<file path="src/rtl/aligned_bitmap_block_allocator_top_macros.svh">
// Assertion macros for the aligned bitmap block allocator.
// Used by the top level; defining ASSERT_OFF removes the checks.
`ifndef ALIGNED_BITMAP_BLOCK_ALLOCATOR_TOP_MACROS_SVH
`define ALIGNED_BITMAP_BLOCK_ALLOCATOR_TOP_MACROS_SVH
`ifndef ASSERT_OFF
`define BMA_ASSERT_IMP(lbl, clk, rst_n, a, b) \
	lbl: assert property (@(posedge clk) disable iff (!rst_n) (a) |-> (b)) \
		else $error("assertion failed");
`define BMA_ASSERT_NXT(lbl, clk, rst_n, a, b) \
	lbl: assert property (@(posedge clk) disable iff (!rst_n) (a) |=> (b)) \
		else $error("assertion failed");
`else
`define BMA_ASSERT_IMP(lbl, clk, rst_n, a, b)
`define BMA_ASSERT_NXT(lbl, clk, rst_n, a, b)
`endif
`endif

</file>
<file path="src/rtl/bmalloc_pkg.sv">
// Shared constants, types and helper functions of the bitmap allocator.
// No dependencies.
package bmalloc_pkg;
	localparam int MAP_BITS  = 3584;
	localparam int WORD_W    = 64;
	localparam int NUM_WORDS = MAP_BITS / WORD_W;
	localparam int WIDX_W    = $clog2(NUM_WORDS);
	localparam int BIT_W     = $clog2(WORD_W);
	localparam int BLK_W     = 12;
	localparam int ALIGN     = 16;
	localparam int CHUNKS    = WORD_W / ALIGN;
	localparam int CNT_W     = $clog2(ALIGN + 1);
	localparam int BASE      = 512;

	localparam logic [1:0] RES_FAIL  = 2'd0;
	localparam logic [1:0] RES_ALLOC = 2'd1;
	localparam logic [1:0] RES_FREE  = 2'd2;

	localparam logic OP_ALLOC = 1'b0;

	typedef struct packed {
		logic       load;
		logic       scan_init;
		logic       scan_step;
		logic       set_range;
		logic       rmw_wr;
		logic       clear_all;
		logic       res_load;
		logic [1:0] res_kind;
	} cmd_t;

	typedef struct packed {
		logic is_alloc;
		logic want_zero;
		logic free_empty;
		logic range_nonempty;
		logic found;
		logic exhausted;
		logic at_last;
	} sts_t;

	// Number of free (zero) blocks at the low end of an aligned chunk.
	function automatic logic [CNT_W-1:0] free_lead(input logic [ALIGN-1:0] w);
		logic [CNT_W-1:0] n;
		n = CNT_W'(ALIGN);
		for (int i = ALIGN - 1; i >= 0; i--) begin
			if (w[i]) n = CNT_W'(i);
		end
		return n;
	endfunction
endpackage

</file>
<file path="src/rtl/bmalloc_in_if.sv">
// Request channel of the bitmap allocator: valid/ready plus request fields.
// Depends on nothing.
interface bmalloc_in_if;
	logic        valid;
	logic        ready;
	logic        op;
	logic [11:0] block_count;
	logic [11:0] free_start;
	modport source(output valid, op, block_count, free_start, input ready);
	modport sink(input valid, op, block_count, free_start, output ready);
endinterface

</file>
<file path="src/rtl/bmalloc_out_if.sv">
// Response channel of the bitmap allocator: valid/ready plus result fields.
// Depends on nothing.
interface bmalloc_out_if;
	logic        valid;
	logic        ready;
	logic        status;
	logic [11:0] alloc_offset;
	logic [11:0] used_blocks;
	logic        page_empty;
	modport source(output valid, status, alloc_offset, used_blocks, page_empty, input ready);
	modport sink(input valid, status, alloc_offset, used_blocks, page_empty, output ready);
endinterface

</file>
<file path="src/rtl/bmalloc_dp.sv">
// Datapath: bitmap word memory, first-fit scan, range read-modify-write, result registers.
// Depends on bmalloc_pkg.
module bmalloc_dp (
	input  logic                clk,
	input  logic                arst_n,
	input  bmalloc_pkg::cmd_t   cmd,
	output bmalloc_pkg::sts_t   sts,
	input  logic                op,
	input  logic [11:0]         block_count,
	input  logic [11:0]         free_start,
	output logic                status,
	output logic [11:0]         alloc_offset,
	output logic [11:0]         used_blocks,
	output logic                page_empty
);
	localparam int BW = bmalloc_pkg::BLK_W;
	localparam int WW = bmalloc_pkg::WORD_W;
	localparam int IW = bmalloc_pkg::WIDX_W;

	logic [WW-1:0] mem [bmalloc_pkg::NUM_WORDS];
	logic [bmalloc_pkg::NUM_WORDS-1:0] vld_q;
	logic [WW-1:0] rd_data_q;
	logic          rd_vld_q;
	logic [IW-1:0] rd_addr;

	logic          op_q;
	logic [BW-1:0] want_q, fstart_q, used_q;
	logic [BW-1:0] run_q, first_q, lo_q, last_q;
	logic [IW-1:0] rd_ptr_q, proc_q, ptr_q;
	logic          data_ok_q;

	logic [WW-1:0] word, mask, mlo, mhi;
	logic [BW-1:0] run_c, first_c, fpos;
	logic          found_c;
	logic [BW:0]   sum;
	logic [bmalloc_pkg::CNT_W-1:0] t;
	logic [BW-1:0] cbase;

	logic signed [BW+1:0] s_f, e_f;
	logic [BW-1:0] f_lo, f_last, a_last;
	logic [BW:0]   add_u;
	logic [BW-1:0] sub_u, used_new;

	assign rd_addr = cmd.scan_step ? rd_ptr_q : ptr_q;

	always_ff @(posedge clk) begin
		rd_data_q <= mem[rd_addr];
		if (cmd.rmw_wr) mem[ptr_q] <= (op_q == bmalloc_pkg::OP_ALLOC) ?
			(word | mask) : (word & ~mask);
	end

	always_ff @(posedge clk or negedge arst_n) begin
		if (!arst_n) begin
			vld_q    <= '0;
			rd_vld_q <= 1'b0;
		end else begin
			rd_vld_q <= vld_q[rd_addr];
			if (cmd.clear_all) vld_q <= '0;
			else if (cmd.rmw_wr) vld_q[ptr_q] <= 1'b1;
		end
	end

	assign word = rd_vld_q ? rd_data_q : '0;

	// Chunk-wise first-fit: a run may only open at the bottom of an aligned chunk.
	always_comb begin
		run_c   = run_q;
		first_c = first_q;
		found_c = 1'b0;
		fpos    = first_q;
		sum     = '0;
		t       = '0;
		cbase   = '0;
		for (int c = 0; c < bmalloc_pkg::CHUNKS; c++) begin
			t     = bmalloc_pkg::free_lead(word[c*bmalloc_pkg::ALIGN +: bmalloc_pkg::ALIGN]);
			cbase = BW'(proc_q) * BW'(WW) + BW'(c * bmalloc_pkg::ALIGN);
			if (!found_c) begin
				if (run_c == '0 && t != '0) first_c = cbase;
				sum = {1'b0, run_c} + (BW+1)'(t);
				if (t != '0 && sum >= {1'b0, want_q}) begin
					found_c = 1'b1;
					fpos    = first_c;
				end else if (t == bmalloc_pkg::CNT_W'(bmalloc_pkg::ALIGN)) begin
					run_c = sum[BW-1:0];
				end else begin
					run_c = '0;
				end
			end
		end
	end

	assign a_last = fpos + want_q - BW'(1);

	// Free range clipped to the map.
	assign s_f    = $signed({2'b00, fstart_q}) - (BW+2)'(bmalloc_pkg::BASE);
	assign e_f    = s_f + $signed({2'b00, want_q});
	assign f_lo   = (s_f < 0) ? '0 : s_f[BW-1:0];
	assign f_last = (e_f > (BW+2)'(bmalloc_pkg::MAP_BITS)) ?
		BW'(bmalloc_pkg::MAP_BITS - 1) : (e_f[BW-1:0] - BW'(1));

	assign add_u    = {1'b0, used_q} + {1'b0, want_q};
	assign sub_u    = (used_q > want_q) ? (used_q - want_q) : '0;
	assign used_new = (cmd.res_kind == bmalloc_pkg::RES_ALLOC) ?
		(add_u[BW] ? '1 : add_u[BW-1:0]) :
		((cmd.res_kind == bmalloc_pkg::RES_FREE) ? sub_u : used_q);

	assign mlo  = (ptr_q == lo_q[BW-1 -: IW]) ? ({WW{1'b1}} << lo_q[bmalloc_pkg::BIT_W-1:0]) : '1;
	assign mhi  = (ptr_q == last_q[BW-1 -: IW]) ?
		({WW{1'b1}} >> (~last_q[bmalloc_pkg::BIT_W-1:0])) : '1;
	assign mask = mlo & mhi;

	always_ff @(posedge clk or negedge arst_n) begin
		if (!arst_n) begin
			used_q    <= '0;
			data_ok_q <= 1'b0;
			rd_ptr_q  <= '0;
			proc_q    <= '0;
		end else begin
			if (cmd.scan_init) begin
				data_ok_q <= 1'b0;
				rd_ptr_q  <= '0;
			end else if (cmd.scan_step) begin
				data_ok_q <= 1'b1;
				proc_q    <= rd_ptr_q;
				if (rd_ptr_q != IW'(bmalloc_pkg::NUM_WORDS - 1)) rd_ptr_q <= rd_ptr_q + IW'(1);
			end
			if (cmd.res_load) used_q <= used_new;
		end
	end

	always_ff @(posedge clk) begin
		if (cmd.load) begin
			op_q     <= op;
			want_q   <= block_count;
			fstart_q <= free_start;
		end
		if (cmd.scan_init) begin
			run_q   <= '0;
			first_q <= '0;
		end else if (cmd.scan_step && data_ok_q) begin
			run_q   <= run_c;
			first_q <= first_c;
		end
		if (cmd.set_range) begin
			lo_q   <= (op_q == bmalloc_pkg::OP_ALLOC) ? fpos : f_lo;
			last_q <= (op_q == bmalloc_pkg::OP_ALLOC) ? a_last : f_last;
			ptr_q  <= (op_q == bmalloc_pkg::OP_ALLOC) ? fpos[BW-1 -: IW] : f_lo[BW-1 -: IW];
		end else if (cmd.rmw_wr) begin
			ptr_q <= ptr_q + IW'(1);
		end
		if (cmd.res_load) begin
			status       <= (cmd.res_kind == bmalloc_pkg::RES_FAIL);
			alloc_offset <= (cmd.res_kind == bmalloc_pkg::RES_ALLOC) ?
				(lo_q + BW'(bmalloc_pkg::BASE)) : '0;
			used_blocks  <= used_new;
			page_empty   <= (cmd.res_kind == bmalloc_pkg::RES_FREE) && (used_new == '0);
		end
	end

	assign sts.is_alloc       = (op_q == bmalloc_pkg::OP_ALLOC);
	assign sts.want_zero      = (want_q == '0);
	assign sts.free_empty     = (sub_u == '0);
	assign sts.range_nonempty = (e_f > 0) && (s_f < (BW+2)'(bmalloc_pkg::MAP_BITS)) && (want_q != '0);
	assign sts.found          = data_ok_q && found_c;
	assign sts.exhausted      = data_ok_q && !found_c &&
		(proc_q == IW'(bmalloc_pkg::NUM_WORDS - 1));
	assign sts.at_last        = (ptr_q == last_q[BW-1 -: IW]);
endmodule

</file>
<file path="src/rtl/bmalloc_ctrl.sv">
// Controller state machine: sequences load, scan, range update and response.
// Depends on bmalloc_pkg.
module bmalloc_ctrl (
	input  logic              clk,
	input  logic              arst_n,
	input  logic              in_valid,
	output logic              in_ready,
	output logic              out_valid,
	input  logic              out_ready,
	input  bmalloc_pkg::sts_t sts,
	output bmalloc_pkg::cmd_t cmd
);
	localparam logic [2:0] S_IDLE   = 3'd0;
	localparam logic [2:0] S_DECIDE = 3'd1;
	localparam logic [2:0] S_SCAN   = 3'd2;
	localparam logic [2:0] S_RD     = 3'd3;
	localparam logic [2:0] S_WR     = 3'd4;
	localparam logic [2:0] S_RESP   = 3'd5;

	logic [2:0] state_q, state_d;
	logic [1:0] kind_q, kind_d;
	logic       ov_q;

	assign in_ready  = (state_q == S_IDLE);
	assign out_valid = ov_q;

	always_comb begin
		state_d = state_q;
		kind_d  = kind_q;
		cmd     = '0;
		unique case (state_q)
			S_IDLE: begin
				cmd.load = in_valid;
				if (in_valid) state_d = S_DECIDE;
			end
			S_DECIDE: begin
				if (sts.is_alloc) begin
					if (sts.want_zero) begin
						kind_d  = bmalloc_pkg::RES_FAIL;
						state_d = S_RESP;
					end else begin
						cmd.scan_init = 1'b1;
						state_d       = S_SCAN;
					end
				end else begin
					kind_d = bmalloc_pkg::RES_FREE;
					if (sts.free_empty) begin
						cmd.clear_all = 1'b1;
						state_d       = S_RESP;
					end else if (sts.range_nonempty) begin
						cmd.set_range = 1'b1;
						state_d       = S_RD;
					end else begin
						state_d = S_RESP;
					end
				end
			end
			S_SCAN: begin
				cmd.scan_step = 1'b1;
				if (sts.found) begin
					cmd.set_range = 1'b1;
					kind_d        = bmalloc_pkg::RES_ALLOC;
					state_d       = S_RD;
				end else if (sts.exhausted) begin
					kind_d  = bmalloc_pkg::RES_FAIL;
					state_d = S_RESP;
				end
			end
			S_RD: state_d = S_WR;
			S_WR: begin
				cmd.rmw_wr = 1'b1;
				state_d    = sts.at_last ? S_RESP : S_RD;
			end
			S_RESP: begin
				cmd.res_kind = kind_q;
				if (!ov_q || out_ready) begin
					cmd.res_load = 1'b1;
					state_d      = S_IDLE;
				end
			end
			default: state_d = S_IDLE;
		endcase
	end

	always_ff @(posedge clk or negedge arst_n) begin
		if (!arst_n) begin
			state_q <= S_IDLE;
			kind_q  <= bmalloc_pkg::RES_FAIL;
			ov_q    <= 1'b0;
		end else begin
			state_q <= state_d;
			kind_q  <= kind_d;
			if (cmd.res_load) ov_q <= 1'b1;
			else if (out_ready) ov_q <= 1'b0;
		end
	end
endmodule

</file>
<file path="src/rtl/aligned_bitmap_block_allocator_top.sv">
// Top level of the aligned first-fit bitmap block allocator.
// Depends on bmalloc_pkg, bmalloc_in_if, bmalloc_out_if, bmalloc_ctrl, bmalloc_dp.
//
// Requests arrive on req (valid/ready): op 0 allocates block_count blocks at the
// first free run that starts on a 16-block boundary, op 1 frees a run at
// free_start (base 512 included). One response per request leaves on rsp.
// One request is in flight at a time; req.ready is high only when idle.
// An allocate walks the 56-word map one 64-bit word per cycle through the
// single read port, then rewrites each touched word in a read state and a
// write state. A free rewrites its touched words the same way; a free that
// empties the page clears the whole map at once through per-word valid bits.
// Reset clears the map valid bits and the used count at once; no clearing pass.
// The response sits in an output register; while rsp.ready is low the block
// can still accept and process the next request and waits only to post it.
`include "aligned_bitmap_block_allocator_top_macros.svh"
module aligned_bitmap_block_allocator_top (
	input logic          clk,
	input logic          arst_n,
	bmalloc_in_if.sink   req,
	bmalloc_out_if.source rsp
);
	bmalloc_pkg::cmd_t cmd;
	bmalloc_pkg::sts_t sts;

	bmalloc_ctrl u_ctrl (
		.clk       (clk),
		.arst_n    (arst_n),
		.in_valid  (req.valid),
		.in_ready  (req.ready),
		.out_valid (rsp.valid),
		.out_ready (rsp.ready),
		.sts       (sts),
		.cmd       (cmd)
	);

	bmalloc_dp u_dp (
		.clk          (clk),
		.arst_n       (arst_n),
		.cmd          (cmd),
		.sts          (sts),
		.op           (req.op),
		.block_count  (req.block_count),
		.free_start   (req.free_start),
		.status       (rsp.status),
		.alloc_offset (rsp.alloc_offset),
		.used_blocks  (rsp.used_blocks),
		.page_empty   (rsp.page_empty)
	);

	`BMA_ASSERT_IMP(a_empty_zero, clk, arst_n, rsp.valid && rsp.page_empty, rsp.used_blocks == 12'd0)
	`BMA_ASSERT_IMP(a_fail_no_off, clk, arst_n, rsp.valid && rsp.status, rsp.alloc_offset == 12'd0 && !rsp.page_empty)
	`BMA_ASSERT_NXT(a_busy_after_accept, clk, arst_n, req.valid && req.ready, !req.ready)
endmodule

</file>
<file path="src/flat_wrapper.sv">
// flat-port wrapper written by rule: the top's interface ports become plain ports
module aligned_bitmap_block_allocator_top_flat 
  (clk, arst_n, req_valid, req_op, req_block_count, req_free_start, req_ready, rsp_valid, rsp_status, rsp_alloc_offset, rsp_used_blocks, rsp_page_empty, rsp_ready);
  bmalloc_in_if req_i ();
  bmalloc_out_if rsp_i ();
  input logic clk;
  input logic arst_n;
  input wire logic [$bits(req_i.valid)-1:0] req_valid;
  input wire logic [$bits(req_i.op)-1:0] req_op;
  input wire logic [$bits(req_i.block_count)-1:0] req_block_count;
  input wire logic [$bits(req_i.free_start)-1:0] req_free_start;
  output wire logic [$bits(req_i.ready)-1:0] req_ready;
  output wire logic [$bits(rsp_i.valid)-1:0] rsp_valid;
  output wire logic [$bits(rsp_i.status)-1:0] rsp_status;
  output wire logic [$bits(rsp_i.alloc_offset)-1:0] rsp_alloc_offset;
  output wire logic [$bits(rsp_i.used_blocks)-1:0] rsp_used_blocks;
  output wire logic [$bits(rsp_i.page_empty)-1:0] rsp_page_empty;
  input wire logic [$bits(rsp_i.ready)-1:0] rsp_ready;
  assign req_i.valid = req_valid;
  assign req_i.op = req_op;
  assign req_i.block_count = req_block_count;
  assign req_i.free_start = req_free_start;
  assign req_ready = req_i.ready;
  assign rsp_valid = rsp_i.valid;
  assign rsp_status = rsp_i.status;
  assign rsp_alloc_offset = rsp_i.alloc_offset;
  assign rsp_used_blocks = rsp_i.used_blocks;
  assign rsp_page_empty = rsp_i.page_empty;
  assign rsp_i.ready = rsp_ready;
  aligned_bitmap_block_allocator_top u_core (.clk(clk), .arst_n(arst_n), .req(req_i), .rsp(rsp_i));
endmodule
</file>
<file path="config.mk">
export PLATFORM = sky130hd
export DESIGN_NAME = aligned_bitmap_block_allocator_top_flat
export DESIGN_NICKNAME = d
export VERILOG_FILES = /design/src/rtl/bmalloc_pkg.sv /design/src/rtl/bmalloc_in_if.sv /design/src/rtl/bmalloc_out_if.sv /design/src/rtl/bmalloc_dp.sv /design/src/rtl/bmalloc_ctrl.sv /design/src/rtl/aligned_bitmap_block_allocator_top.sv /design/src/flat_wrapper.sv
export VERILOG_INCLUDE_DIRS = /design/src /design/src/rtl
export SDC_FILE = /design/constraint.sdc
export NUM_CORES = 2
export LEC_CHECK = 0
export ABC_AREA = 1
export BUFFER_PORTS_ARGS = -buffer_cell sky130_fd_sc_hd__clkbuf_2
export CELL_PAD_IN_SITES_DETAIL_PLACEMENT = 1
export CELL_PAD_IN_SITES_GLOBAL_PLACEMENT = 1
export CORE_MARGIN = 2
export CORE_UTILIZATION = 54
export CTS_BUF_LIST = sky130_fd_sc_hd__clkbuf_8
export CTS_CLUSTER_DIAMETER = 30
export CTS_CLUSTER_SIZE = 30
export DETAILED_ROUTE_END_ITERATION = 7
export GPL_ROUTABILITY_DRIVEN = 0
export PLACE_DENSITY_LB_ADDON = 0.12
export REMOVE_ABC_BUFFERS = 1
export SETUP_SLACK_MARGIN = 0.3
export SLEW_MARGIN = 20
export SYNTH_ARGS = -nofsm -noshare
export SYNTH_HDL_FRONTEND = slang
export SYNTH_HIERARCHICAL = 1
export SYNTH_SLANG_ARGS = --single-unit
</file>
<file path="constraint.sdc">
create_clock -name clk -period 20.9 [get_ports clk]
set_input_delay 4.18 -clock clk [delete_from_list [all_inputs] [get_ports clk]]
set_output_delay 4.18 -clock clk [all_outputs]
set_load 0.05 [all_outputs]
</file>
==> metrics <==
IO Pins 57; slowest CP cell dfrtp_4; FF-to-FF setup slack 1.57 ns; Placed Area 164,000 um2; hold endpoint u_core/u_dp/first_q[3]; synthesized area 158,000 um2; hpwl dp 314,000 um; Yosys reg bits 3,841; status finished clean; fin nets 13,071; reg2reg start u_core/u_dp/rd_vld_q; Setup CP Type flip-flop to flip-flop; worst-margin pin slew 1.21 ns; Setup crit start kind flip-flop; Hold Slack 0.492 ns; Post-DRT Antenna Nets 0; # hold bufs at CTS 0; Routed WL per cell 34.4 um; Buf/Inv on CP 17; CP top delay family simple AND/OR/NAND/NOR gates; total chip power 30.9 mW; Initial Util 0.543; Post-Layout Cell Count 17,426; total core area 291,000 um2; Post-Place Cells 16,086; Setup WS pre-CTS 1.49 ns; CP most frequent cell nand2_1; Post-synth EDFFs 3,665; Max clock buf depth 4; syn avg cell area 12.4 um2; GRT Total Usage 0.398; design area 180,000 um2; initial antenna violation count 27; Hold Path Cell Cnt 2; layout cells sized above 1 0.129; Critical Path Max Stage Delay 0.60 ns; Final Setup Violations 0; asr flop ratio synth 0.0229; max-slew violation count 0; Synth top area share 0.697; largest net degree at the start of global routing 191; 1st-iter DRT viols 17,799; max cap viols 0; Slew Limit Headroom 0.196; fmax 51.7 MHz; crit path max fanout 32; Sink Count 3,841; reg2reg end u_core/u_dp/last_q[11]; Pwr Density 172 nW/um2; Mapped Cells 12,688; Die W 545 um; Critical Path RT 21.84 ns; Port Buffer Count 56; grt total ovfl 0; Synth area leaders edfxtp_1 70%, o21ai_0 7.4%, nor2_1 5.6%, o221ai_1 2.5%, o22ai_1 2.2%; most frequent cell after synthesis edfxtp_1; Root Driver clkbuf_8; FF-to-FF path depth 113; Die H 545 um; Residual DRC 0; Crit. End Element flip-flop; Hold Crit Start u_core/u_dp/first_q[3]; Clk pin slew, worst setup/hold paths 0.05 ns; endpoints failing hold 0; Final Skew 0.134 ns; RSZ-0062 raised after global routing false; static leakage 60.3 nW; first-pass GRT wire length 851,000 um; final period utilization 0.925; sequential cell area fraction in the yosys report 0.722; final worst slack 1.57 ns; crit path from u_core/u_dp/rd_vld_q; clk_lat worst skew 1.29 ns; Top FF cell, synth edfxtp_1; utilization after layout 0.618; Yosys warning count 6; filler cell count 28,697; CTS tree yes; Max VDD drop 0.169 mV; worst hold path class flip-flop to flip-flop; Final min period 19.33 ns; TritonCTS buffer count 712; Area Overhead vs Synth 13.9%; vias in the first global route 120,674; H-tree levels 6; Setup TNS 0 ns; Core Rows 198; leading area contributor after synthesis edfxtp_1; Pre-antenna DRT Iters 6; die area 297,000 um2; Vias/cell 6.78; critical path depth 113; Worst EP arrival 20.28 ns; Via Count 118,093; Post-synth top cells 3,665 x edfxtp_1, 2,372 x nor2_1, 2,327 x o21ai_0, 804 x clkbuf_1, 702 x nand2_1; Yosys cell types 65; Detailed Route WL 599,000 um
==> power breakdown <==
part | total (mW) | switching (mW) | leakage, nW | internal (mW)
clock | 8.18 | 3.62 | 8.39 | 4.57
sequential | 9.60 | 0.230 | 34.9 | 9.37
combinational | 13.2 | 9.98 | 17.1 | 3.19
total | 30.9 | 13.8 | 60.3 | 17.1
==> state kept, by name (all words and copies together) (netlist names), 12 cells and up <==
register and flops:
u_core/u_dp/alloc_offset 12, u_core/u_dp/first_q 12, u_core/u_dp/fstart_q 12, u_core/u_dp/last_q 12, u_core/u_dp/lo_q 12, u_core/u_dp/mem 3584
u_core/u_dp/rd_data_q 64, u_core/u_dp/run_q 12, u_core/u_dp/used_blocks 12, u_core/u_dp/used_q 12, u_core/u_dp/vld_q 56, u_core/u_dp/want_q 12
==> worst min-delay path, delay by kind of cell, from the launching register on <==
kind | cells | cell delay (ns)
compound gates | 1 | 0.06
flops | 1 | 0.32
simple gates | 1 | 0.06
==> cells by family after synthesis <==
family / after synthesis / share of synthesized area
multiplexers: 10 / 0.000650
buffers and inverters: 1250 / 0.0303
flip-flops: 3841 / 0.722
XOR/XNOR: 62 / 0.00344
AO/OA/AOI/OAI: 3865 / 0.142
adder cells (fa/ha/maj): 140 / 0.0115
AND/OR/NAND/NOR: 3520 / 0.0898
==> repair_timing <==
action | CTS | global route
resized for setup | 0 | 6
setup buffers | 0 | 1
endpoints found under the hold margin | 0 | 0
setup endpoints to repair | 0 | 4
==> metal layers <==
layer,track usage,wire (um),vias to the layer above
met2,0.606,270000,8073
li1,-,-,47906
met3,0.0892,70300,1956
met1,0.524,218000,60140
met4,0.243,40800,18
met5,0,109,-
==> layout by cell type, fill, tap and decap left out, drive strengths merged, types with 47 or more instances in the layout <==
master    Yosys  final
inv         377    545
clkbuf      805    776
a21oi       222    222
dfxtp        88     88
edfxtp     3665   3665
a31oi        53     53
dfrtp        88     88
xor2         50     50
nor3         47     47
nand2       740    740
clkinvlp      0     57
o221ai      450    450
buf          59    309
clkinv        9    289
nor2       2392   2392
bufinv        0     98
nand3       270    270
ha          132    132
o21ai      2348   2348
o211ai      157    157
o22ai       555    555
==> final cells by class <==
cell class              instances  area [um2]  share of cell area
flip-flops and latches       3841      114000               0.634
multi-input cells            7597       40300               0.224
clock buffers                 721        9920              0.0552
clock inverters               603        6150              0.0342
well taps                    3900        4880              0.0271
repair buffers                364        3120              0.0173
inverters                     386        1490             0.00831
diodes                         14        35.0            0.000195
==> how the worst max path moves through the flow <==
stage	endpoint
finish	u_core/u_dp/last_q[11]
global route	u_core/u_dp/last_q[11]
floorplan	u_core/u_dp/rd_data_q[12]
global placement	u_core/u_dp/last_q[11]
detailed placement	u_core/u_dp/last_q[11]
CTS	u_core/u_dp/last_q[11]
(Power assumes the default switching activity.)
